File: src/sv/fftv_pkg.sv
package fftv_pkg;

  localparam int MAX_FIELD_LEN = 32;
  localparam int LEN_W         = 6;
  localparam int PEND_DEPTH    = 32;
  localparam int PEND_AW       = 5;
  localparam int CNT_W         = 6;

  localparam logic       KIND_DATA   = 1'b0;
  localparam logic       KIND_END    = 1'b1;
  localparam logic [1:0] ST_OK       = 2'd0;
  localparam logic [1:0] ST_MISMATCH = 2'd1;
  localparam logic [1:0] ST_OVERLONG = 2'd2;

  typedef struct packed {
    logic [7:0] data_byte;
    logic [2:0] field_mode;
    logic       last_byte;
  } in_item_t;

  typedef struct packed {
    logic       result_kind;
    logic [7:0] out_byte;
    logic [1:0] field_status;
    logic       end_of_run;
  } out_item_t;

  typedef enum logic [2:0] {
    LD_NONE,
    LD_IN_BYTE,
    LD_IN_END,
    LD_HELD_BYTE,
    LD_HELD_END,
    LD_PEND
  } ld_sel_e;

  typedef struct packed {
    logic    accept;
    logic    rd_en;
    logic    idx_inc;
    ld_sel_e ld_sel;
  } ctl_cmd_t;

  typedef struct packed {
    logic plan_flush;
    logic plan_byte;
    logic plan_end;
    logic out_free;
    logic flush_last;
    logic held_last;
  } dp_stat_t;

endpackage

File: src/sv/fftv_ctrl.sv
module fftv_ctrl (
  input  logic              clk_i,
  input  logic              rst_ni,
  input  logic              in_valid_i,
  output logic              in_ready_o,
  input  fftv_pkg::dp_stat_t stat_i,
  output fftv_pkg::ctl_cmd_t cmd_o
);

  localparam logic [2:0] S_IDLE = 3'd0;
  localparam logic [2:0] S_RD   = 3'd1;
  localparam logic [2:0] S_PEND = 3'd2;
  localparam logic [2:0] S_BYTE = 3'd3;
  localparam logic [2:0] S_END  = 3'd4;

  logic [2:0] state_q, state_d;

  always_ff @(posedge clk_i or negedge rst_ni) begin
    if (!rst_ni) begin
      state_q <= S_IDLE;
    end else begin
      state_q <= state_d;
    end
  end

  always_comb begin
    state_d       = state_q;
    in_ready_o    = 1'b0;
    cmd_o.accept  = 1'b0;
    cmd_o.rd_en   = 1'b0;
    cmd_o.idx_inc = 1'b0;
    cmd_o.ld_sel  = fftv_pkg::LD_NONE;
    case (state_q)
      S_IDLE: begin
        in_ready_o   = stat_i.out_free;
        cmd_o.accept = in_valid_i && stat_i.out_free;
        if (cmd_o.accept) begin
          if (stat_i.plan_flush) begin
            state_d = S_RD;
          end else if (stat_i.plan_byte) begin
            cmd_o.ld_sel = fftv_pkg::LD_IN_BYTE;
            if (stat_i.plan_end) begin
              state_d = S_END;
            end
          end else if (stat_i.plan_end) begin
            cmd_o.ld_sel = fftv_pkg::LD_IN_END;
          end
        end
      end
      S_RD: begin
        cmd_o.rd_en = 1'b1;
        state_d     = S_PEND;
      end
      S_PEND: begin
        if (stat_i.out_free) begin
          cmd_o.ld_sel  = fftv_pkg::LD_PEND;
          cmd_o.idx_inc = 1'b1;
          state_d       = stat_i.flush_last ? S_BYTE : S_RD;
        end
      end
      S_BYTE: begin
        if (stat_i.out_free) begin
          cmd_o.ld_sel = fftv_pkg::LD_HELD_BYTE;
          state_d      = stat_i.held_last ? S_END : S_IDLE;
        end
      end
      S_END: begin
        if (stat_i.out_free) begin
          cmd_o.ld_sel = fftv_pkg::LD_HELD_END;
          state_d      = S_IDLE;
        end
      end
      default: begin
        state_d = S_IDLE;
      end
    endcase
  end

endmodule

File: src/sv/fftv_dpath.sv
module fftv_dpath (
  input  logic                clk_i,
  input  logic                rst_ni,
  input  fftv_pkg::in_item_t  in_data_i,
  input  logic                out_ready_i,
  output logic                out_valid_o,
  output fftv_pkg::out_item_t out_data_o,
  input  fftv_pkg::ctl_cmd_t  cmd_i,
  output fftv_pkg::dp_stat_t  stat_o
);

  localparam logic [1:0] PH_LEAD = 2'd0;
  localparam logic [1:0] PH_ZERO = 2'd1;
  localparam logic [1:0] PH_BODY = 2'd2;

  localparam logic [2:0] MODE_ANY   = 3'd0;
  localparam logic [2:0] MODE_ALPHA = 3'd1;
  localparam logic [2:0] MODE_NUM   = 3'd2;
  localparam logic [2:0] MODE_ALNUM = 3'd3;
  localparam logic [2:0] MODE_ZNUM  = 3'd4;

  localparam logic [7:0] CH_ZERO = 8'h30;

  logic [1:0]                  phase_q, phase_d;
  logic                        failed_q, failed_d;
  logic [fftv_pkg::CNT_W-1:0]  count_q;
  logic [fftv_pkg::LEN_W-1:0]  seen_q;
  logic [fftv_pkg::CNT_W-1:0]  flush_len_q;
  logic [fftv_pkg::CNT_W-1:0]  idx_q;
  logic [7:0]                  byte_q;
  logic                        last_q;
  logic [1:0]                  status_q, status_d;
  logic [7:0]                  rdata_q;
  logic                        out_valid_q;
  fftv_pkg::out_item_t         out_q;

  logic [7:0] mem [fftv_pkg::PEND_DEPTH];

  logic [7:0] c;
  logic [2:0] mode;
  logic       is_ws, is_dig, is_alp, cls_ok;
  logic       store, plan_flush, plan_byte, overlong;

  assign c    = in_data_i.data_byte;
  assign mode = in_data_i.field_mode;

  always_comb begin
    is_ws  = c inside {8'd32, [8'd9:8'd13]};
    is_dig = c inside {["0":"9"]};
    is_alp = c inside {["A":"Z"], ["a":"z"]};
    case (mode)
      MODE_ANY:   cls_ok = 1'b1;
      MODE_ALPHA: cls_ok = is_alp;
      MODE_NUM:   cls_ok = is_dig;
      MODE_ALNUM: cls_ok = is_alp || is_dig;
      MODE_ZNUM:  cls_ok = is_dig;
      default:    cls_ok = 1'b0;
    endcase
  end

  // judge the incoming byte against the current trim state
  always_comb begin
    store      = 1'b0;
    plan_flush = 1'b0;
    plan_byte  = 1'b0;
    phase_d    = phase_q;
    failed_d   = failed_q;
    if (!failed_q) begin
      if (is_ws) begin
        store = (phase_q != PH_LEAD) &&
                (count_q < fftv_pkg::CNT_W'(fftv_pkg::PEND_DEPTH));
      end else begin
        if (count_q != '0) begin
          if (mode == MODE_ANY) begin
            plan_flush = 1'b1;
          end else begin
            failed_d = 1'b1;
          end
        end
        if (!failed_d) begin
          if (mode == MODE_ZNUM && phase_q != PH_BODY && c == CH_ZERO) begin
            phase_d = PH_ZERO;
          end else if (cls_ok) begin
            plan_byte = 1'b1;
            phase_d   = PH_BODY;
          end else begin
            failed_d = 1'b1;
          end
        end
      end
    end
    overlong = seen_q >= fftv_pkg::LEN_W'(fftv_pkg::MAX_FIELD_LEN);
    if (overlong) begin
      status_d = fftv_pkg::ST_OVERLONG;
    end else if (failed_d) begin
      status_d = fftv_pkg::ST_MISMATCH;
    end else begin
      status_d = fftv_pkg::ST_OK;
    end
  end

  always_ff @(posedge clk_i or negedge rst_ni) begin
    if (!rst_ni) begin
      phase_q  <= PH_LEAD;
      failed_q <= 1'b0;
      count_q  <= '0;
      seen_q   <= '0;
      idx_q    <= '0;
    end else begin
      if (cmd_i.accept) begin
        idx_q <= '0;
        if (in_data_i.last_byte) begin
          phase_q  <= PH_LEAD;
          failed_q <= 1'b0;
          count_q  <= '0;
          seen_q   <= '0;
        end else begin
          phase_q  <= phase_d;
          failed_q <= failed_d;
          if (plan_flush) begin
            count_q <= '0;
          end else if (store) begin
            count_q <= count_q + 1'b1;
          end
          if (!overlong) begin
            seen_q <= seen_q + 1'b1;
          end
        end
      end else if (cmd_i.idx_inc) begin
        idx_q <= idx_q + 1'b1;
      end
    end
  end

  // hold what the later result steps need
  always_ff @(posedge clk_i) begin
    if (cmd_i.accept) begin
      byte_q      <= c;
      last_q      <= in_data_i.last_byte;
      status_q    <= status_d;
      flush_len_q <= count_q;
    end
  end

  always_ff @(posedge clk_i) begin
    if (cmd_i.accept && store) begin
      mem[count_q[fftv_pkg::PEND_AW-1:0]] <= c;
    end
    if (cmd_i.rd_en) begin
      rdata_q <= mem[idx_q[fftv_pkg::PEND_AW-1:0]];
    end
  end

  // output register
  always_ff @(posedge clk_i or negedge rst_ni) begin
    if (!rst_ni) begin
      out_valid_q <= 1'b0;
    end else if (cmd_i.ld_sel != fftv_pkg::LD_NONE) begin
      out_valid_q <= 1'b1;
    end else if (out_ready_i) begin
      out_valid_q <= 1'b0;
    end
  end

  always_ff @(posedge clk_i) begin
    case (cmd_i.ld_sel)
      fftv_pkg::LD_IN_BYTE: begin
        out_q <= '{fftv_pkg::KIND_DATA, c, fftv_pkg::ST_OK, !in_data_i.last_byte};
      end
      fftv_pkg::LD_IN_END: begin
        out_q <= '{fftv_pkg::KIND_END, 8'd0, status_d, 1'b1};
      end
      fftv_pkg::LD_HELD_BYTE: begin
        out_q <= '{fftv_pkg::KIND_DATA, byte_q, fftv_pkg::ST_OK, !last_q};
      end
      fftv_pkg::LD_HELD_END: begin
        out_q <= '{fftv_pkg::KIND_END, 8'd0, status_q, 1'b1};
      end
      fftv_pkg::LD_PEND: begin
        out_q <= '{fftv_pkg::KIND_DATA, rdata_q, fftv_pkg::ST_OK, 1'b0};
      end
      default: begin
        out_q <= out_q;
      end
    endcase
  end

  assign out_valid_o = out_valid_q;
  assign out_data_o  = out_q;

  assign stat_o.plan_flush = plan_flush;
  assign stat_o.plan_byte  = plan_byte;
  assign stat_o.plan_end   = in_data_i.last_byte;
  assign stat_o.out_free   = !out_valid_q || out_ready_i;
  assign stat_o.flush_last = (idx_q + 1'b1) == flush_len_q;
  assign stat_o.held_last  = last_q;

endmodule

File: src/sv/fixed_field_trim_validate.sv
// A kept byte or an end status enters the output register as its byte is taken, except
// after a flush of held spaces or for an end status that follows a kept byte. Input is
// taken at one byte per cycle while the output drains, but is held off while such an
// end status goes out and while each held space is read from the pending memory and sent.
// Reset (rst_ni low, asynchronous): trim state, counters and output valid clear;
// the pending-space memory is not cleared.
module fixed_field_trim_validate (
  input  logic                clk_i,
  input  logic                rst_ni,
  input  logic                in_valid_i,
  output logic                in_ready_o,
  input  fftv_pkg::in_item_t  in_data_i,
  output logic                out_valid_o,
  input  logic                out_ready_i,
  output fftv_pkg::out_item_t out_data_o
);

  fftv_pkg::ctl_cmd_t cmd;
  fftv_pkg::dp_stat_t stat;

  fftv_ctrl u_ctrl (
    .clk_i      (clk_i),
    .rst_ni     (rst_ni),
    .in_valid_i (in_valid_i),
    .in_ready_o (in_ready_o),
    .stat_i     (stat),
    .cmd_o      (cmd)
  );

  fftv_dpath u_dpath (
    .clk_i       (clk_i),
    .rst_ni      (rst_ni),
    .in_data_i   (in_data_i),
    .out_ready_i (out_ready_i),
    .out_valid_o (out_valid_o),
    .out_data_o  (out_data_o),
    .cmd_i       (cmd),
    .stat_o      (stat)
  );

endmodule

File: config.mk
export PLATFORM = sky130hd
export DESIGN_NAME = fixed_field_trim_validate
export DESIGN_NICKNAME = d
export VERILOG_FILES = /design/src/sv/fftv_pkg.sv /design/src/sv/fftv_ctrl.sv /design/src/sv/fftv_dpath.sv /design/src/sv/fixed_field_trim_validate.sv
export SDC_FILE = /design/constraint.sdc
export NUM_CORES = 1
export LEC_CHECK = 0
export CAP_MARGIN = 20
export CORE_ASPECT_RATIO = 1.4
export CORE_MARGIN = 5
export CORE_UTILIZATION = 30
export CTS_CLUSTER_SIZE = 12
export DETAILED_ROUTE_END_ITERATION = 8
export DONT_BUFFER_PORTS = 1
export SLEW_MARGIN = 20
export SYNTH_ARGS = -nofsm -noshare
export SYNTH_HDL_FRONTEND = slang
export SYNTH_SLANG_ARGS = --single-unit
File: constraint.sdc
create_clock -name clk_i -period 3.79 [get_ports clk_i]
set_input_delay 0.758 -clock clk_i [delete_from_list [all_inputs] [get_ports clk_i]]
set_output_delay 0.758 -clock clk_i [all_outputs]
set_load 0.02 [all_outputs]
; ---- Word-level counts from Yosys, hierarchy flattened
; Memories as Yosys holds them, arrays and structs flattened. A register that Yosys moved wholly into a read port is not among the register bits.
; Cells that the tools add are included.
[classes]
add_sub_neg = 3
magnitude_cmp = 10
n_eq_ne = 27
mux = 64
reduce_logical = 31
[ops]
columns = op, count
row1 = 12-bit case mux with 5 select lines, 1
row2 = 6-bit two-way mux, 7
row3 = 3-bit two-way mux, 11
row4 = 1-bit two-way mux, 30
row5 = 2-bit two-way mux, 11
row6 = "6-bit by 1-bit adder with 6-bit output, second input constant", 3
row7 = "3-bit by 2-bit == test with 1-bit output, second input constant", 6
row8 = "8-bit by 6-bit == test with 1-bit output, second input constant", 2
row9 = "8-bit by 7-bit >= comparator with 1-bit output, second input constant", 2
row10 = "8-bit by 7-bit less-or-equal comparator with 1-bit output, second input constant", 2
row11 = 3-bit case mux with 5 select lines, 1
row12 = "3-bit == test, second input constant", 4
row13 = 3-bit case mux with 4 select lines, 1
row14 = "2-bit != test, second input constant", 5
row15 = 2-bit nonzero test, 5
row16 = "3-bit by 1-bit == test with 1-bit output, second input constant", 3
row17 = 1-bit logical AND, 9
row18 = 3-bit nonzero test, 3
row19 = "8-bit by 4-bit >= comparator with 1-bit output, second input constant", 1
row20 = "8-bit by 6-bit >= comparator with 1-bit output, second input constant", 1
row21 = "8-bit by 4-bit less-or-equal comparator with 1-bit output, second input constant", 1
row22 = "8-bit by 6-bit less-or-equal comparator with 1-bit output, second input constant", 1
row23 = "2-bit by 1-bit != test with 1-bit output, second input constant", 4
row24 = 6-bit == test, 1
row25 = 15 further kinds, 20
[word_totals]
ff_bits = 54
ram_bits = 256
out_inout_bits = 14
wordCells = 151
n_memories = 1
[memory_table]
columns = memory, words, word_bits, read_ports, rd_ports_with_merged_regs, write_ports, line
row1 = u_dpath.mem, 32, 8, 1, 1, 1, fftv_dpath.sv:37  ; logic [7:0] mem [fftv_pkg::PEND_DEPTH];

; ---- Longest topological paths before layout
[logic_depth]
ltp_word = 16
depth_mapped = 8

; ---- By module
; A second synthesis with hierarchy kept.
[hier_totals]
hier_cells = 688
hier_area_um2 = 13018.7
[modules_own_cells]
columns = mod, n_inst, cells_per_inst, area_each_um2
row1 = fftv_dpath, 1, 656, 12747.2
row2 = fftv_ctrl, 1, 32, 271.5

; ---- Least setup slack after synthesis
; Ideal clock, no wire load.
[synth_timing]
path_kind = in2reg
from = input port in_data_i[8] (netlist name)
to = register u_dpath.out_q, in the netlist u_dpath.out_data_o[0], enable pin
setup_ns = 0.400
arrival_ns = 2.869
required_ns = 3.390
path_slack_ns = 0.520
stages = 5
path_buffers = 0
cell_sequence = or3_4 or4_4 nand2_1 nor3_1 o31ai_1
[synth_between]
elab_chain_cells = 16
[synth_lines]
columns = element, line
row1 = "start, declared", fixed_field_trim_validate.sv:12  ; input fftv_pkg::in_item_t in_data_i,
row2 = 8-bit by 7-bit >= comparator with 1-bit output or 8-bit by 7-bit less-or-equal comparator with 1-bit output (tied branches), fftv_dpath.sv:50  ; is_alp = c inside {["A":"Z"], ["a":"z"]};
row3 = 1-bit logical AND, fftv_dpath.sv:50
row4 = 2-bit nonzero test, fftv_dpath.sv:50
row5 = 1-bit logical OR, fftv_dpath.sv:55  ; MODE_ALNUM: cls_ok = is_alp || is_dig;
row6 = 1-bit case mux with 4 select lines, fftv_dpath.sv:51  ; case (mode)
row7 = 1-bit two-way mux, fftv_dpath.sv:83  ; end else if (cls_ok) begin
row8 = 1-bit two-way mux, fftv_dpath.sv:81  ; if (mode == MODE_ZNUM && phase_q != PH_BODY && c == CH_ZERO) begin
row9 = 1-bit two-way mux, fftv_dpath.sv:80  ; if (!failed_d) begin
row10 = 1-bit two-way mux, fftv_dpath.sv:69  ; if (is_ws) begin
row11 = 1-bit two-way mux, fftv_dpath.sv:68  ; if (!failed_q) begin
row12 = 2-bit two-way mux, fftv_ctrl.sv:40  ; end else if (stat_i.plan_byte) begin
row13 = 3-bit two-way mux (*), fftv_ctrl.sv:38  ; if (stat_i.plan_flush) begin
row14 = 3-bit two-way mux (*), fftv_ctrl.sv:37  ; if (cmd_o.accept) begin
row15 = 3-bit case mux with 4 select lines (*), fftv_ctrl.sv:33  ; case (state_q)
row16 = 3-bit by 1-bit == test with 1-bit output (tied with other cells), fftv_dpath.sv:166  ; case (cmd_i.ld_sel)
row17 = 5-bit nonzero test (no line) (*), n/a
row18 = "end signal, assigned", fftv_dpath.sv:168  ; out_q <= '{fftv_pkg::KIND_DATA, c, fftv_pkg::ST_OK, !in_data_i.last_byte};
row19 = "end signal, assigned", fftv_dpath.sv:171  ; out_q <= '{fftv_pkg::KIND_END, 8'd0, status_d, 1'b1};
row20 = "end signal, assigned", fftv_dpath.sv:174  ; out_q <= '{fftv_pkg::KIND_DATA, byte_q, fftv_pkg::ST_OK, !last_q};
row21 = "end, declared", fftv_dpath.sv:35  ; fftv_pkg::out_item_t out_q;
; Every way passes the cells marked *; elsewhere a longest branch is shown, timed or not.
; A chain may end at the register's enable or synchronous reset.

; ---- Worst setup path in the final report
[layout_timing]
from = register u_dpath.count_q[2] (netlist name)
to = register u_dpath.out_q, in the netlist u_dpath.out_data_o[7], enable pin
[layout_between]
elab_chain_cells = 13
[layout_lines]
columns = element, line
row1 = "start, declared", fftv_dpath.sv:26  ; logic [fftv_pkg::CNT_W-1:0] count_q;
row2 = "start signal, assigned", fftv_dpath.sv:123  ; count_q <= count_q + 1'b1;
row3 = 6-bit nonzero test (*), fftv_dpath.sv:73  ; if (count_q != '0) begin
row4 = 1-bit two-way mux, fftv_dpath.sv:73
row5 = 1-bit two-way mux, fftv_dpath.sv:69
row6 = 1-bit two-way mux, fftv_dpath.sv:68
row7 = 1-bit two-way mux, fftv_dpath.sv:80
row8 = 1-bit two-way mux, fftv_dpath.sv:69
row9 = 1-bit two-way mux, fftv_dpath.sv:68
row10 = 2-bit two-way mux, fftv_ctrl.sv:40
row11 = 3-bit two-way mux (*), fftv_ctrl.sv:38
row12 = 3-bit two-way mux (*), fftv_ctrl.sv:37
row13 = 3-bit case mux with 4 select lines (*), fftv_ctrl.sv:33
row14 = 3-bit by 1-bit == test with 1-bit output (tied with other cells), fftv_dpath.sv:166
row15 = 5-bit nonzero test (no line) (*), n/a
; Every way passes the cells marked *; elsewhere a longest branch is shown, timed or not. The select of a mux whose other input is x is not followed.

==> impl_metrics.sql <==
INSERT INTO impl_metrics (metric_group, metric, value, unit) VALUES
('setup_path', 'crit_fanout', '12', ''),
('synthesis', 'dominant_cell_type_by_area_after_synthesis', 'edfxtp_1', ''),
('floorplan', 'coreArea', '43130', 'µm²'),
('finish', 'multi_input_comb_area', '3458', 'µm²'),
('routing', 'final_routed_wirelength', '28350', 'µm'),
('finish', 'final_nets', '771', ''),
('routing', 'routed_via_density', '4.977', ''),
('setup_path', 'timing_worst_setup_path_type', 'reg2reg', ''),
('clock_tree', 'clkTransAtPathRegs', '0.06', 'ns'),
('pwr', 'switchingPower', '2.631', 'mW'),
('setup_path', 'worst_ep_arrival_time', '3.14', 'ns'),
('synthesis', 'warnings_from_yosys', '0', ''),
('clock_tree', 'cts_hold_buf', '2', ''),
('synthesis', 'syn-instance-count', '706', ''),
('sta', 'clock.fmax', '0.3454', 'GHz'),
('outcome', 'status', 'finished, final reports clean', ''),
('placement', 'place.detailed.hpwl', '18490', 'µm'),
('synthesis', 'ys_ff_latch', '318', ''),
('floorplan', 'dieHeight', '257.0', 'µm'),
('hold_path', 'hold_path_startpoint', 'in_data_i[0]', ''),
('floorplan', 'std_cell_rows', '90', ''),
('routing', 'route.detailed.drc', '0', ''),
('sta', 'report.final.setup_viol', '0', ''),
('synthesis', 'ys_top_cells_by_area', 'edfxtp_1, mux4_2, dfrtp_1, nor2_1, nand2_1', ''),
('placement', 'place.gp.congestion', '0.8015', ''),
('synthesis', 'ys_types', '60', ''),
('global_routing', 'grt_pass1_wl', '43350', 'µm'),
('pwr', 'seqPwrFrac', '48.3', '%'),
('synthesis', 'synth_seq_area_share', '72.10', '%'),
('placement', 'dpl_worst_slack', '0.6391', 'ns'),
('routing', 'via_count', '6545', ''),
('finish', 'nFillCells', '4026', ''),
('setup_path', 'timing.rr.start', 'u_dpath.count_q[2]', ''),
('setup_path', 'worst-endpoint-required', '4.03', 'ns'),
('placement', 'port_buffers', '0', ''),
('hold_path', 'min_delay_path_depth', '1', ''),
('finish', 'post_route_cells_drive_above_1_share', '23.07', '%'),
('pwr', 'power_report.internal_total', '6.696', 'mW'),
('sta', 'fin_skew', '0.03295', 'ns'),
('synthesis', 'dominantRegCellSynth', 'edfxtp_1', ''),
('global_routing', 'total_congestion_overflow_after_global_routing', '0', ''),
('setup_path', 'cp-start-kind', 'register', ''),
('setup_path', 'rr_endpoint', 'u_dpath.out_data_o[7]', ''),
('sta', 'slew_headroom', '46.99', '%'),
('setup_path', 'endpoint_kind', 'register', ''),
('pwr', 'p_total', '9.327', 'mW'),
('pwr', 'vdd.ir_drop.worst', '0.3068', 'mV'),
('sta', 'worst_slack', '0.8944', 'ns'),
('clock_tree', 'buffer_type_at_the_clock_tree_root', 'clkbuf_16', ''),
('synthesis', 'syn_avg_cell_area', '18.51', 'µm²'),
('clock_tree', 'cts_resized', '0', ''),
('routing', 'ant_nets', '0', ''),
('clock_tree', 'post-cts-setup-buffers', '0', ''),
('global_routing', 'globalRouteTotalUtil', '11.69', '%'),
('global_routing', 'grt_start_max_net_pins', '42', ''),
('setup_path', 'r2r_setup_slack', '0.89', 'ns'),
('synthesis', 'synth_top_area_share', '67.32', '%'),
('routing', 'detail_route.first_pass.iterations', '5', ''),
('global_routing', 'grt_pass1_vias', '6782', ''),
('pwr', 'static-leakage-power', '4.656', 'nW'),
('pwr', 'clockPowerShare', '28.9', '%'),
('sta', 'maxSlewViolCount', '0', ''),
('floorplan', 'num_io_pins', '30', ''),
('pwr', 'switching_share', '28.21', '%'),
('sta', 'timing.final.crit_period', '2.896', 'ns'),
('clock_tree', 'max-clock-path-buffers', '3', ''),
('finish', 'n_antenna_cell', '0', ''),
('global_routing', 'grt_antenna_before_repair', '0', ''),
('routing', 'detail_route.wl_per_cell', '21.56', 'µm'),
('clock_tree', 'cts_made_buffers', '31', ''),
('pwr', 'combPwrFrac', '22.8', '%');
[metal layers]
| metal | wire (µm) | global-route usage, % |
|---|---|---|
| met3 | 1189 | 1.762 |
| met2 | 15560 | 21.97 |
| met1 | 10880 | 13.61 |
| met5 | 0 | 0 |
| met4 | 708 | 3.672 |
[through the flow]
stage / instances / hold slack [ns] / area (µm²)
floorplan: 706 / 0.4196 / 13070
global placement: 1265 / 0.4634 / 13980
detailed placement: 1265 / 0.4636 / 13980
CTS: 1315 / 0.2471 / 14860
global route: 1315 / 0.2525 / 14860
finish: 1315 / 0.2849 / 14860
[layout make-up]
cell class | instances | share of cell area (%)
flip-flops and latches | 318 | 63.46
multi-input cells | 341 | 23.27
clock buffers | 44 | 5.549
well taps | 552 | 4.648
repair buffers | 46 | 2.677
inverters | 10 | 0.2526
clock inverters | 4 | 0.1431
[sequential cells by signal, indices dropped and copies added, names as in the netlist]
register             flops
u_dpath.seen_q           6
u_dpath.count_q          6
u_dpath.last_q           1
u_dpath.byte_q           8
u_dpath.phase_q          2
u_dpath.mem            256
u_dpath.flush_len_q      6
u_dpath.idx_q            6
u_ctrl.state_q           3
u_dpath.rdata_q          8
u_dpath.out_data_o      12
u_dpath.out_valid_o      1
u_dpath.failed_q         1
u_dpath.status_q         2
[logic make-up (layout without fill, tap and decap cells)]
group                    after synthesis  in the layout  share of synthesized area, %
AO/OA/AOI/OAI                         75             75                         3.868
adder cells (fa/ha/maj)                7              7                        0.6701
XOR/XNOR                              13             13                         1.034
multiplexers                          97             97                         15.16
AND/OR/NAND/NOR                      149            149                         5.686
buffers and inverters                 47            104                         1.474
flip-flops                           318            318                         72.10
[worst max-delay path by stage]
stage	from	endpoint	slack, ns
6_report	u_dpath.count_q[2]	u_dpath.out_data_o[7]	0.89
5_1_grt	u_dpath.count_q[2]	u_dpath.out_data_o[7]	0.71
4_1_cts	u_dpath.count_q[2]	u_dpath.out_data_o[7]	0.92
3_5_place_dp	in_data_i[8]	u_dpath.mem[13][0]	0.64
3_3_place_gp	in_data_i[8]	u_dpath.mem[13][0]	0.63
2_1_floorplan	in_data_i[8]	u_dpath.out_data_o[0]	0.52
[cell usage after synthesis, drive strengths merged (2+ instances only)]
| cell type | count |
|---|---|
| edfxtp | 293 |
| mux4 | 80 |
| nor2 | 51 |
| nand2 | 29 |
| dfrtp | 25 |
| clkbuf | 23 |
| o21ai | 16 |
| buf | 14 |
| a21oi | 11 |
| nand3 | 11 |
| nor3 | 10 |
| inv | 9 |
| mux2i | 9 |
| o22ai | 9 |
| mux2 | 8 |
| xnor2 | 8 |
| ha | 7 |
| or3 | 7 |
| a31oi | 6 |
| o31ai | 6 |
| a211oi | 5 |
| and3 | 5 |
| nand2b | 5 |
| nand3b | 5 |
| nor2b | 5 |
| nor4 | 4 |
| xor2 | 4 |
| a22o | 3 |
| a32oi | 3 |
| and2 | 3 |
| nand4 | 3 |
| o41ai | 3 |
| or4 | 3 |
| a21o | 2 |
| a22oi | 2 |
| nor4b | 2 |
[placed cells by master, fill, tap and decap left out, types with 3 or more instances in the layout]
| cell type | Yosys | final |
|---|---|---|
| nor3_1 | 10 | 10 |
| inv_1 | 9 | 9 |
| a32oi_1 | 3 | 3 |
| o31ai_1 | 6 | 5 |
| clkbuf_16 | 0 | 31 |
| and3_1 | 5 | 5 |
| o21ai_0 | 16 | 16 |
| edfxtp_1 | 293 | 293 |
| xor2_1 | 3 | 3 |
| o41ai_1 | 3 | 3 |
| a31oi_1 | 6 | 6 |
| nand3b_1 | 5 | 5 |
| a22o_1 | 3 | 3 |
| dfrtp_1 | 25 | 22 |
| mux2_2 | 8 | 8 |
| nor4_1 | 4 | 4 |
| o22ai_1 | 9 | 9 |
| and2_1 | 3 | 3 |
| buf_12 | 0 | 4 |
| clkbuf_1 | 23 | 13 |
| or3_1 | 6 | 6 |
| nand2_1 | 29 | 29 |
| buf_4 | 1 | 41 |
| mux2i_1 | 9 | 9 |
| nor2b_1 | 5 | 5 |
| nand3_1 | 11 | 11 |
| mux4_2 | 80 | 80 |
| nor2_1 | 51 | 51 |
| a211oi_1 | 4 | 4 |
| xnor2_1 | 8 | 8 |
| nand4_1 | 3 | 3 |
| a21oi_1 | 11 | 11 |
| nand2b_1 | 5 | 5 |
| ha_1 | 7 | 7 |
| clkinv_1 | 1 | 3 |
[power groups by stage]
stage	clock network, mW	logic, mW	registers (mW)
floorplan	0	1.68	4.39
global placement	0	2.14	4.58
detailed placement	0	2.16	4.59
CTS	2.78	2.17	4.51
global route	2.92	2.31	4.54
finish	2.70	2.13	4.51
[worst max-delay path, cell delays in order, from the launching register on]
cell      delay [ns]
dfrtp_1         0.55
or3_1           0.55
o21bai_1        0.40
a21boi_1        0.36
a31oi_1         0.20
o31ai_2         0.25
buf_4           0.24
Note: power is estimated with default switching activity, not from simulation.
